File: src/hdl/shared_buffer_multi_stack_core_assert.svh
// Assertion macros shared by the multi-stack RTL.
// No dependencies; included by sbms_dpath, which carries concurrent checks.
`ifndef SHARED_BUFFER_MULTI_STACK_CORE_ASSERT_SVH
`define SHARED_BUFFER_MULTI_STACK_CORE_ASSERT_SVH

// Same-cycle implication, disabled in reset.
`define SBMS_ASSERT_NOW(label, clk, rst, ante, cons) \
  label: assert property (@(posedge clk) disable iff (rst) (ante) |-> (cons)) \
    else $error("sbms check failed");

// Next-cycle implication, disabled in reset.
`define SBMS_ASSERT_NEXT(label, clk, rst, ante, cons) \
  label: assert property (@(posedge clk) disable iff (rst) (ante) |=> (cons)) \
    else $error("sbms check failed");

`endif

File: src/hdl/sbms_pkg.sv
// Shared types and sizing constants for the multi-stack core.
// No dependencies.
package sbms_pkg;

  localparam int NUM_STACKS = 4;
  localparam int CAPACITY   = 16;
  localparam int DATA_W     = 32;
  localparam int SID_W      = 3;
  localparam int IDX_W      = (CAPACITY > 1) ? $clog2(CAPACITY) : 1;
  localparam int STK_W      = (NUM_STACKS > 1) ? $clog2(NUM_STACKS) : 1;

  localparam logic ACT_PUSH = 1'b0;
  localparam logic ACT_POP  = 1'b1;

  // Slot pointer; valid clear means null.
  typedef struct packed {
    logic             valid;
    logic [IDX_W-1:0] idx;
  } ptr_t;

  typedef struct packed {
    logic load;  // capture the incoming request
    logic exec;  // update lists and load the result register
  } cmd_t;

  typedef struct packed {
    logic out_busy;  // result register full and not draining
  } stat_t;

endpackage

File: src/hdl/sbms_ctrl.sv
// Sequencer for the multi-stack core: request capture, then execute.
// Depends on sbms_pkg.
module sbms_ctrl (
  input  logic              clk,
  input  logic              rst,
  input  logic              s_tvalid,
  input  sbms_pkg::stat_t   stat,
  output logic              s_tready,
  output sbms_pkg::cmd_t    cmd
);

  typedef enum logic {ST_IDLE, ST_EXEC} state_t;

  state_t state;

  always_ff @(posedge clk) begin
    if (rst) begin
      state    <= ST_IDLE;
      s_tready <= 1'b1;
    end else begin
      unique case (state)
        ST_IDLE: begin
          if (s_tvalid && s_tready) begin
            state    <= ST_EXEC;
            s_tready <= 1'b0;
          end
        end
        ST_EXEC: begin
          if (!stat.out_busy) begin
            state    <= ST_IDLE;
            s_tready <= 1'b1;
          end
        end
      endcase
    end
  end

  assign cmd.load = s_tvalid && s_tready;
  assign cmd.exec = (state == ST_EXEC) && !stat.out_busy;

endmodule

File: src/hdl/sbms_dpath.sv
// Datapath: request register, list heads, link store, data memory, result register.
// Depends on sbms_pkg and shared_buffer_multi_stack_core_assert.svh.
`include "shared_buffer_multi_stack_core_assert.svh"

module sbms_dpath (
  input  logic                        clk,
  input  logic                        rst,
  input  sbms_pkg::cmd_t              cmd,
  input  logic                        in_action,
  input  logic [sbms_pkg::SID_W-1:0]  in_stack_id,
  input  logic [sbms_pkg::DATA_W-1:0] in_value,
  input  logic                        m_tready,
  output logic                        m_tvalid,
  output logic                        out_ok,
  output logic [sbms_pkg::DATA_W-1:0] out_popped_value,
  output sbms_pkg::stat_t             stat
);

  // Captured request
  logic                        req_action;
  logic [sbms_pkg::SID_W-1:0]  req_sid;
  logic [sbms_pkg::DATA_W-1:0] req_value;

  // List state
  sbms_pkg::ptr_t free_head;
  sbms_pkg::ptr_t stack_head [sbms_pkg::NUM_STACKS];
  sbms_pkg::ptr_t link_store [sbms_pkg::CAPACITY];
  logic [sbms_pkg::DATA_W-1:0] data_mem [sbms_pkg::CAPACITY];

  logic                        sid_ok;
  logic [sbms_pkg::STK_W-1:0]  sel;
  sbms_pkg::ptr_t              top;
  logic                        push_ok;
  logic                        pop_ok;
  logic [sbms_pkg::IDX_W-1:0]  slot;
  sbms_pkg::ptr_t              slot_link;

  always_ff @(posedge clk) begin
    if (cmd.load) begin
      req_action <= in_action;
      req_sid    <= in_stack_id;
      req_value  <= in_value;
    end
  end

  assign sid_ok = (req_sid != '0) && (32'(req_sid) <= 32'(sbms_pkg::NUM_STACKS));
  assign sel    = sbms_pkg::STK_W'(req_sid - sbms_pkg::SID_W'(1));
  assign top    = stack_head[sel];

  assign push_ok   = sid_ok && (req_action == sbms_pkg::ACT_PUSH) && free_head.valid;
  assign pop_ok    = sid_ok && (req_action == sbms_pkg::ACT_POP) && top.valid;
  assign slot      = (req_action == sbms_pkg::ACT_POP) ? top.idx : free_head.idx;
  assign slot_link = link_store[slot];

  always_ff @(posedge clk) begin
    if (rst) begin
      free_head.valid <= 1'b1;
      free_head.idx   <= '0;
      for (int i = 0; i < sbms_pkg::NUM_STACKS; i++) begin
        stack_head[i] <= '0;
      end
      for (int i = 0; i < sbms_pkg::CAPACITY; i++) begin
        link_store[i].idx   <= sbms_pkg::IDX_W'(i + 1);
        link_store[i].valid <= (i + 1) < sbms_pkg::CAPACITY;
      end
    end else if (cmd.exec) begin
      if (push_ok) begin
        free_head        <= slot_link;
        link_store[slot] <= top;
        stack_head[sel]  <= '{valid: 1'b1, idx: slot};
      end else if (pop_ok) begin
        stack_head[sel]  <= slot_link;
        link_store[slot] <= free_head;
        free_head        <= '{valid: 1'b1, idx: slot};
      end
    end
  end

  // Data memory: per execute, at most one write (push) or one registered read (pop).
  always_ff @(posedge clk) begin
    if (cmd.exec && push_ok) begin
      data_mem[slot] <= req_value;
    end
    if (cmd.exec) begin
      out_ok <= push_ok || pop_ok;
      if (pop_ok) begin
        out_popped_value <= data_mem[slot];
      end else begin
        out_popped_value <= '0;
      end
    end
  end

  always_ff @(posedge clk) begin
    if (rst) begin
      m_tvalid <= 1'b0;
    end else if (cmd.exec) begin
      m_tvalid <= 1'b1;
    end else if (m_tready) begin
      m_tvalid <= 1'b0;
    end
  end

  assign stat.out_busy = m_tvalid && !m_tready;

  `SBMS_ASSERT_NOW(a_exec_no_overwrite, clk, rst, cmd.exec, !(m_tvalid && !m_tready))
  `SBMS_ASSERT_NEXT(a_exec_gives_word, clk, rst, cmd.exec, m_tvalid)
  `SBMS_ASSERT_NEXT(a_pop_frees_slot, clk, rst, cmd.exec && pop_ok, free_head.valid)

endmodule

File: src/hdl/shared_buffer_multi_stack_core.sv
// A request word is captured in the request register; EXEC then commits it and loads the
// result register. A stalled result holds the core in execute until it drains.
// The core takes no new request word until the last one has executed.
// Reset (rst, synchronous, high): all stacks empty, free list 0 -> 1 -> ... -> last.
// Data slots are unknown after reset; only slots written by a push are ever read.
// Depends on sbms_pkg, sbms_ctrl and sbms_dpath.
module shared_buffer_multi_stack_core (
  input  logic        clk,
  input  logic        rst,
  // request word
  input  logic        s_tvalid,
  output logic        s_tready,
  input  logic [31:0] s_tdata,   // [31:0] value
  input  logic [3:0]  s_tuser,   // [0] action (0 push, 1 pop), [3:1] stack_id
  // result word
  output logic        m_tvalid,
  input  logic        m_tready,
  output logic [31:0] m_tdata,   // [31:0] popped_value
  output logic [0:0]  m_tuser    // [0] ok
);

  sbms_pkg::cmd_t  cmd;
  sbms_pkg::stat_t stat;
  logic            ok;

  // Controller: IDLE takes a word, EXEC commits it once the result register
  // is free (empty, or being taken this cycle).
  sbms_ctrl u_ctrl (
    .clk      (clk),
    .rst      (rst),
    .s_tvalid (s_tvalid),
    .stat     (stat),
    .s_tready (s_tready),
    .cmd      (cmd)
  );

  // Datapath: the free list and every stack are linked through one link
  // store; push takes the free head, pop returns the top slot to it. The
  // data read of a pop lands straight in the result register.
  sbms_dpath u_dpath (
    .clk              (clk),
    .rst              (rst),
    .cmd              (cmd),
    .in_action        (s_tuser[0]),
    .in_stack_id      (s_tuser[3:1]),
    .in_value         (s_tdata),
    .m_tready         (m_tready),
    .m_tvalid         (m_tvalid),
    .out_ok           (ok),
    .out_popped_value (m_tdata),
    .stat             (stat)
  );

  assign m_tuser[0] = ok;

endmodule

File: config.mk
export PLATFORM = sky130hd
export DESIGN_NAME = shared_buffer_multi_stack_core
export DESIGN_NICKNAME = d
export VERILOG_FILES = /design/src/hdl/sbms_pkg.sv /design/src/hdl/sbms_ctrl.sv /design/src/hdl/sbms_dpath.sv /design/src/hdl/shared_buffer_multi_stack_core.sv
export VERILOG_INCLUDE_DIRS = /design/src /design/src/hdl
export SDC_FILE = /design/constraint.sdc
export NUM_CORES = 1
export LEC_CHECK = 0
export ABC_AREA = 1
export BUFFER_PORTS_ARGS = -buffer_cell sky130_fd_sc_hd__buf_2
export CORE_UTILIZATION = 60
export DETAILED_ROUTE_END_ITERATION = 7
export HOLD_SLACK_MARGIN = 0.1
export PLACE_DENSITY = 0.81
export RECOVER_POWER = 50
export SYNTH_ARGS = -nofsm -noshare
export SYNTH_HDL_FRONTEND = slang
export SYNTH_SLANG_ARGS = --single-unit
File: constraint.sdc
create_clock -name clk -period 8.1 [get_ports clk]
set_clock_uncertainty 0.2 [all_clocks]
set_input_delay 0.405 -clock clk [delete_from_list [all_inputs] [get_ports clk]]
set_output_delay 0.405 -clock clk [all_outputs]
set_load 0.05 [all_outputs]
# ---- Word-level counts from Yosys, hierarchy flattened
# Memories as Yosys holds them, arrays and structs flattened. A register that Yosys moved wholly into a read port is not among the register bits.
# Cells that the tools add are included.
dict set report op_classes {
  n_addsub 1
  order_cmp 1
  n_eq_ne 2
  mux 32
  bitwise 4
  n_reduce_logical 20
}
# op n
set ops {}
lappend ops {{2-to-1 mux 5 bit} 6}
lappend ops {{2-to-1 mux 1 bit} 21}
lappend ops {{OR reduction 5 bit} 2}
lappend ops {{logical AND 1 bit} 9}
lappend ops {{2-to-1 mux 4 bit} 2}
lappend ops {{!= test 2 bit, second input constant} 2}
lappend ops {{one-hot mux 1 bit (2 select lines)} 2}
lappend ops {{AND reduction 2 bit} 2}
lappend ops {{nonzero test 2 bit} 2}
lappend ops {{<= comparator 3 bit, second input constant} 1}
lappend ops {{logical NOT 1 bit} 3}
lappend ops {{nonzero test 3 bit} 1}
lappend ops {{2-to-1 mux 2 bit} 1}
lappend ops {{inverter 1 bit} 2}
lappend ops {{OR 1 bit} 2}
lappend ops {{subtractor 2 x 1 -> 2 bit, second input constant} 1}
lappend ops {{logical OR 1 bit} 1}
dict set report totals {
  regBits 45
  mem_bits_rw 612
  inputBits 40
  out_inout_bits 35
  elab_cells 72
  mem_count 3
}
# memory depth word_bits read_ports rd_ports_with_merged_regs write_ports line
set mem_list {}
lappend mem_list {u_dpath.data_mem 16 32 1 1 1 sbms_dpath.sv:28} ;# logic [sbms_pkg::DATA_W-1:0] data_mem [sbms_pkg::CAPACITY];
lappend mem_list {u_dpath.link_store 16 5 1 0 16 sbms_dpath.sv:27} ;# sbms_pkg::ptr_t link_store [sbms_pkg::CAPACITY];
lappend mem_list {u_dpath.stack_head 4 5 1 0 4 sbms_dpath.sv:26} ;# sbms_pkg::ptr_t stack_head [sbms_pkg::NUM_STACKS];

# ---- Longest topological paths before layout
# Gate-level depths: netlist of the first run.
dict set report logic_depth {
  depth_word 12
  mapped_depth 18
}

# ---- Hierarchy
# A second synthesis of the first run with hierarchy kept.
dict set report unflattened {
  cells_unflattened 1942
  hier_area_um2 26947.1
}
# module n_inst cells_each area_each_um2 seq_area_each_um2
set modules_own_cells {}
lappend modules_own_cells {sbms_dpath 1 1926 26844.5 20559.7}
lappend modules_own_cells {sbms_ctrl 1 16 102.6 40.0}

# ---- Worst setup path before layout of the first run
# No wires, ideal clock.
dict set report synth_timing {
  path_type {register to register}
  start {register u_dpath.req_sid[0] (netlist name)}
  end {memory u_dpath.data_mem[13][0] (netlist name), enable pin}
  arrival_ps 4129
  path_slack_ps 3310
  path_stages_with_launch 14
  synth_period_minus_slack_ps 4790
  cell_sequence {edfxtp_1 -> inv_2 -> ha_1 -> inv_2 -> nand2_2 -> o211ai_2 -> nand2_1 -> nand2_2 -> buf_6 -> nor2_1 -> buf_6 -> buf_6 -> inv_1 -> nor3_1}
}
dict set report synth_between {
  elab_chain_cells 7
  elab_cells_between_ends 11
  classes_between {add/sub: 1; order compare: 1; mux: 3; reduce/logical: 5; memory: 1}
}
# element line
set synth_rtl {}
lappend synth_rtl {{from (decl)} sbms_dpath.sv:21} ;# logic [sbms_pkg::SID_W-1:0] req_sid;
lappend synth_rtl {{from (signal assigned)} sbms_dpath.sv:41} ;# req_sid <= in_stack_id;
lappend synth_rtl {{<= comparator 3 bit or nonzero test 3 bit (tied branches)} sbms_dpath.sv:46} ;# assign sid_ok = (req_sid != '0) && (32'(req_sid) <= 32'(sbms_pkg::NUM_STACKS));
lappend synth_rtl {{logical AND 1 bit} sbms_dpath.sv:46}
lappend synth_rtl {{logical AND 1 bit (2 in a row)} sbms_dpath.sv:50} ;# assign push_ok = sid_ok && (req_action == sbms_pkg::ACT_PUSH) && free_head.valid;
lappend synth_rtl {{logical AND 1 bit} sbms_dpath.sv:81} ;# if (cmd.exec && push_ok) begin
lappend synth_rtl {{2-to-1 mux 1 bit} sbms_dpath.sv:81}
lappend synth_rtl {{2-to-1 mux 1 bit (not written as such)} sbms_dpath.sv:82} ;# data_mem[slot] <= req_value;
lappend synth_rtl {{to (decl)} sbms_dpath.sv:28}
# Several ways; a longest one is shown, not always the timed one.

# ---- Final worst setup path of the first run
dict set report layout_timing {
  start {register u_dpath.req_sid[0] (netlist name)}
  end {register u_dpath.out_popped_value[8] (netlist name), read port of u_dpath.data_mem (data pin)}
}
dict set report layout_between {
  elab_chain_cells 5
  elab_cells_between_ends 9
  classes_between {add/sub: 1; order compare: 1; mux: 1; reduce/logical: 5; memory: 1}
}
# element line
set layout_rtl {}
lappend layout_rtl {{branches (longest 5 deep; another with memory (4 x 5 bit))} --}
lappend layout_rtl {{to (decl)} sbms_dpath.sv:15} ;# output logic [sbms_pkg::DATA_W-1:0] out_popped_value,
# Several ways; the timed one is not identified.
# A chain may end at the register's enable or synchronous reset.

==> flow_summary_export.csv, run 1 <==
group,metric,value,unit
outcome,status,"finished with violations",
outcome,violations,"max-capacitance violations, max-slew violations",
sta,finalHoldViolCount,0,
route,routed_wl,69.08,mm
setup_path,max_stage_delay,1.58,ns
floorplan,initial_core_util,0.6125,
yosys,yosysWarnings,0,
placement,port_buffers,74,
finish,nNetsFinal,2553,
sta,fmax,156.8,MHz
yosys,synthCells,2401,
clock_tree,cts_buffers,68,
finish,num-fill-cells,3110,
grt,antenna_found_initial,0,
setup_path,worstSetupStartpointType,"flip-flop",
grt,grtUsageTotal,0.2949,
sta,grt_setup_unrepaired,"false",
yosys,synth_area,0.02797,mm2
finish,utilization,0.6825,
clock_tree,hold_buffers,40,
clock_tree,cts_setup_buffers,0,
route,drc,0,
route,via_count,18680,
setup_path,rrSetupSlack,1.72,ns
power_and_ir_drop,leakage,11.73,nW
finish,final_common_cell,"nand2_1",
sta,worstMarginPinSlew,3.062,ns
clock_tree,clockBufferDepth,3,
setup_path,path_cells,"inv_1, ha_1, inv_1, nand3_1, nand3_2, nand2_1, buf_4, buf_4, nand2_1, a21oi_1, o21ai_1, nand2_1, nor2_1, nor2_1",
placement,place_congestion,0.8816,
setup_path,crit_type,"flip-flop to flip-flop",
setup_path,critical_path_buf_inv_count,4,
setup_path,cp.required,8.32,ns
floorplan,die_h,217.9,um
floorplan,core,0.04567,mm2
finish,areaGrowthSynthToFinish,11.43,%
clock_tree,ctsResizeCount,0,
power_and_ir_drop,vdd_drop_max,0.2237,mV
sta,min_period,6.377,ns
route,ant_nets,0,
route,dr.pass1.iters,5,
setup_path,crit_slowest_cell,"nand2_1",
hold_path,hold_path_class,"flip-flop to flip-flop",
sta,period_share,0.7873,
yosys,synth_cell_types,35,
setup_path,reg2reg_to,"u_dpath.out_popped_value[8]",
sta,slew_headroom,-1.041,
setup_path,rr_startpoint,"u_dpath.req_sid[0]",
clock_tree,insertion_delay,0.59,ns
grt,grt_overflow,0,
setup_path,cp_top_family,"simple AND/OR/NAND/NOR gates",
hold_path,min_from,"u_dpath.link_store[8][4]",
yosys,seq_area_frac_synth,0.7364,
clock_tree,clk_pin_slew,0.06,ns
floorplan,die_area,0.04749,mm2
setup_path,cp-end-kind,"flip-flop",
placement,place_ws,3.061,ns
finish,drive_above_1_share,0.08083,
route,drt_iter0_markers,2362,
floorplan,ios,75,
setup_path,arrival,6.60,ns
floorplan,fp.dieW,217.9,um
floorplan,rows,78,
sta,tns,0,ns
clock_tree,clock-sinks,689,
clock_tree,cts-root-buf,"clkbuf_16",
hold_path,min_path_cells,2,
setup_path,rr_worst_depth,14,
power_and_ir_drop,pwr_density_cell,254.1,mW/mm2
hold_path,hold_end,"u_dpath.link_store[8][4]",
finish,antenna_cells,0,
yosys,syn_nets,2442,
sta,setup_viol,0,
yosys,syn_avg_cell_area,11.65,um2
grt,grt_pass1_wl,104.5,mm
placement,hpwlAfterDp,36.69,mm
finish,final_cell_mix,"nand2_1 (1004), edfxtp_1 (680), a21oi_1 (155)",
grt,grt_pass1_vias,18620,
flow_run,maxCapViolations,4,
grt,grt_max_degree,95,
clock_tree,htree_levels,3,
sta,setup_ws,1.723,ns
placement,postPlaceCellArea,0.02884,mm2
sta,drv_slew,157,
setup_path,cp_max_fo,62,
finish,fin_area,0.03117,mm2
route,viasPerCell,5.909,
setup_path,cp_common_cell,"nand2_1",
yosys,yosys_register_bits,689,
clock_tree,cts_tree,"done",
route,wl_per_cell,21.85,um
[worst min-delay path: stages (launching register included)]
cell     delay [ns]
dfxtp_1        0.33
o21ai_0        0.07
o21ai_1        0.06
[layout make-up]
type                       count  area [um2]  share of cell area
clock buffer                  81        1750             0.05616
tap                          600       750.7             0.02408
sequential                   689       20600              0.6609
clock inverter                38       309.0            0.009915
timing repair buffer         155        1011             0.03243
inverter                      88       332.8             0.01068
multi-input combinational   1510        6417              0.2059
[per-layer routing]
metal  wire length, um  up-vias  track usage
met2             33930     1148       0.4921
li1                  -     8388            -
met1             25530     8950       0.3815
met3              7038      193      0.05704
met4              2580        0       0.1193
met5                 0        -            0
[power by group]
group | internal, W | total, W | switching (W)
clock network | 0.00167 | 0.00296 | 0.00129
registers | 0.00400 | 0.00407 | 0.0000682
logic | 0.000215 | 0.000892 | 0.000677
total | 0.00589 | 0.00792 | 0.00203
[cell families (layout without fill, tap and decap cells)]
kind of cell	after synthesis	after routing	share of synthesized area
AOI/OAI and AO/OA	310	310	0.05658
adders and majority gates	1	1	0.0004472
buffers and inverters	202	362	0.03699
DFF	689	689	0.7364
muxes	1	1	0.0003578
and+or+nand+nor	1198	1198	0.1692
[state kept, by name, summed over array words and instances, names as in the netlist, 3 cells and up]
signal,cells
u_dpath.free_head,5
u_dpath.req_value,32
u_dpath.link_store,80
u_dpath.req_sid,3
u_dpath.out_popped_value,32
u_dpath.data_mem,512
u_dpath.stack_head,20
[cells in the mapped netlist, drive strengths merged]
library cell     n  share of area
buf             88          0.022
a211oi           1        0.00027
clkbuf          26         0.0035
nand3b           9         0.0024
o21ai          149          0.027
a21oi          155          0.028
nand4            2        0.00089
ha               1        0.00045
o2111ai          1        0.00031
nand2         1007           0.14
dfxtp            9         0.0064
or2              3        0.00067
nor2           118          0.016
inv             86          0.012
edfxtp         680           0.73
nor3            16         0.0029
nand3           43         0.0098
o211ai           1        0.00045
mux2i            1        0.00036
clkinv           2        0.00036
o22ai            3        0.00089
[worst max-delay path by stage]
stage	startpoint	end	slack, ns	depth (start not counted)
after floorplan	u_dpath.req_sid[0]	u_dpath.data_mem[13][0]	3.31	13
after global placement	u_dpath.req_sid[0]	u_dpath.data_mem[10][0]	3.19	11
final	u_dpath.req_sid[0]	u_dpath.out_popped_value[8]	1.72	14
after CTS	u_dpath.req_sid[0]	u_dpath.out_popped_value[8]	2.97	14
after global routing	u_dpath.req_sid[0]	u_dpath.out_popped_value[21]	1.34	14
after detailed placement	u_dpath.req_sid[0]	u_dpath.out_popped_value[27]	3.06	14
[metrics by stage]
step                      total power [W]  hold slack, ns  std cells
final                            0.007920          0.2978       3161
after global routing             0.008150          0.2925       3161
after CTS                        0.007931          0.2844       3161
after detailed placement         0.004997          0.2766       3002
after global placement           0.004974          0.2750       3002
after floorplan                  0.004726          0.2501       2401
Power figures use the tool's default switching activity.
==> run 2: changes to the inputs <==
Clock period 8.1 ns to 6.4 ns, I/O delays scaled along.
==> run 2 against run 1 <==
The flow still finishes with violations (max-capacitance violations, max-slew violations). Wire length is 4.2% higher. Final cell count up 0.28%. Die area stayed put. Combinational power up 27%.
==> flow_summary_export.csv, run 2 (synthesized netlist as in run 1, its figures left out) <==
group,metric,value,unit
outcome,status,"finished with violations",
outcome,violations,"max-capacitance violations, max-slew violations",
setup_path,cp-startpoint,"m_tready",
clock_tree,clockBufferDepth,3,
clock_tree,clock-sinks,689,
setup_path,crit_slowest_cell,"clkbuf_1",
grt,grtUsageTotal,0.3090,
clock_tree,cts_tree,"done",
sta,grt_setup_unrepaired,"false",
sta,hold_slack,0.2217,ns
sta,worstMarginPinSlew,3.497,ns
route,via_count,18950,
setup_path,rr_startpoint,"u_dpath.req_sid[0]",
route,drt_iter0_markers,2500,
power_and_ir_drop,pwr_density_cell,327.7,mW/mm2
floorplan,fp.dieW,217.9,um
grt,grt_pass1_vias,19080,
power_and_ir_drop,leakage,11.86,nW
finish,largest_reg_flops,512,
route,ant_nets,0,
hold_path,min_from,"s_tdata[26]",
grt,grt_pass1_wl,108.6,mm
finish,nNetsFinal,2559,
setup_path,cp-end-kind,"flip-flop",
setup_path,critical_path_buf_inv_count,5,
setup_path,max_stage_delay,2.47,ns
floorplan,die_area,0.04749,mm2
setup_path,worstSetupStartpointType,"input pin",
grt,grt_max_degree,163,
placement,place_congestion,0.9127,
clock_tree,clk_pin_slew,0.06,ns
power_and_ir_drop,vdd_drop_max,0.2537,mV
clock_tree,insertion_delay,0.61,ns
sta,fmax,188.2,MHz
finish,largestRegisters,"u_dpath.data_mem x512, u_dpath.link_store x80",
setup_path,crit_type,"input pin to flip-flop",
setup_path,cp.required,6.42,ns
floorplan,die_h,217.9,um
setup_path,arrival,5.33,ns
finish,drive_above_1_share,0.08836,
sta,setup_viol,0,
clock_tree,cts_buffers,69,
setup_path,cp_common_cell,"nand2_1",
finish,final_cells,3170,
placement,hpwlAfterDp,39.08,mm
sta,min_period,5.313,ns
route,routed_wl,71.98,mm
route,viasPerCell,5.977,
hold_path,hold_path_class,"input pin to flip-flop",
sta,tns,0,ns
floorplan,core,0.04567,mm2
floorplan,ios,75,
sta,drv_slew,105,
finish,final_common_cell,"nand2_1",
clock_tree,cts-root-buf,"clkbuf_16",
floorplan,rows,78,
sta,slew_headroom,-1.331,
setup_path,cp_top_family,"buffers and inverters",
finish,top_register,"u_dpath.data_mem",
route,dr.pass1.iters,6,
finish,utilization,0.6884,
placement,post-place-cells,3006,
finish,areaGrowthSynthToFinish,12.40,%
route,drc,0,
setup_path,path_cells,"dlygate4sd3_1, buf_2, inv_1, nand2_1, nand2_1, inv_1, clkbuf_1, nand2_1, o21ai_0",
placement,port_buffers,74,
finish,final_cell_mix,"nand2_1 (1003), edfxtp_1 (680), a21oi_1 (154)",
sta,finalHoldViolCount,0,
flow_run,maxCapViolations,3,
grt,antenna_found_initial,0,
floorplan,initial_core_util,0.6125,
clock_tree,ctsResizeCount,0,
setup_path,cp_max_fo,35,
route,wl_per_cell,22.71,um
grt,grt_overflow,0,
clock_tree,htree_levels,3,
sta,period_share,0.8302,
finish,num-fill-cells,3049,
## run 2: where the power goes
part / switching [W] / internal, W / leakage, nW
clock: 0.00167 / 0.00235 / 1.09
sequential: 0.0000913 / 0.00506 / 6.21
combinational: 0.000861 / 0.000273 / 4.57
## run 2: worst paths after layout
kind | endpoint | cells after the start | slack (ns)
min reg2reg | u_dpath.link_store[8][4] | 2 | 0.30
max reg2reg | u_dpath.out_popped_value[7] | 16 | 1.10
max | u_dpath.stack_head[3][3] | 9 | 1.09
min | u_dpath.req_value[26] | 2 | 0.22
## run 2: final cells by class
cell class / instances / area, um2 / area share
sequential: 689 / 20600 / 0.6551
inverter: 88 / 332.8 / 0.01058
antenna: 1 / 2.502 / 0.00007958
clock inverter: 35 / 374.1 / 0.01190
clock buffer: 87 / 1858 / 0.05909
timing repair buffer: 160 / 1086 / 0.03454
tap: 600 / 750.7 / 0.02387
multi-input combinational: 1510 / 6440 / 0.2048
## run 2: per-stage QoR
| stage | total power (W) | area (um2) | setup slack [ns] |
|---|---|---|---|
| finish | 0.01030 | 31440 | 1.087 |
| detailed placement | 0.006324 | 28910 | 2.022 |
| global placement | 0.006294 | 28910 | 2.130 |
| CTS | 0.01029 | 31550 | 1.979 |
| global route | 0.01057 | 31440 | 0.7945 |
| floorplan | 0.005982 | 27970 | 1.610 |
## run 2: timing repair
item	CTS	global route
setup buffers	0	0
hold buffers	41	0
endpoints found under the hold margin	41	0
## run 2: routing by layer
layer | part of all wire | track usage
met5 | 0 | 0
met4 | 0.049 | 0.1555
met3 | 0.11 | 0.06165
met2 | 0.48 | 0.5044
met1 | 0.36 | 0.3961
## run 2: worst reg2reg max path, cell delays in order (launching register included)
cell and delay (ns):
edfxtp_1 0.61, inv_2 0.17, ha_1 0.45, inv_2 0.11, nand3_1 0.15, nand2_1 0.09, nand2_2 0.16, nand2_1 0.87
nor2_4 0.37, buf_4 0.65, buf_4 0.68, nand2_1 0.22, nand2_1 0.13, o21ai_1 0.08, nand2_1 0.10, nor2_1 0.05
nor2_1 0.08
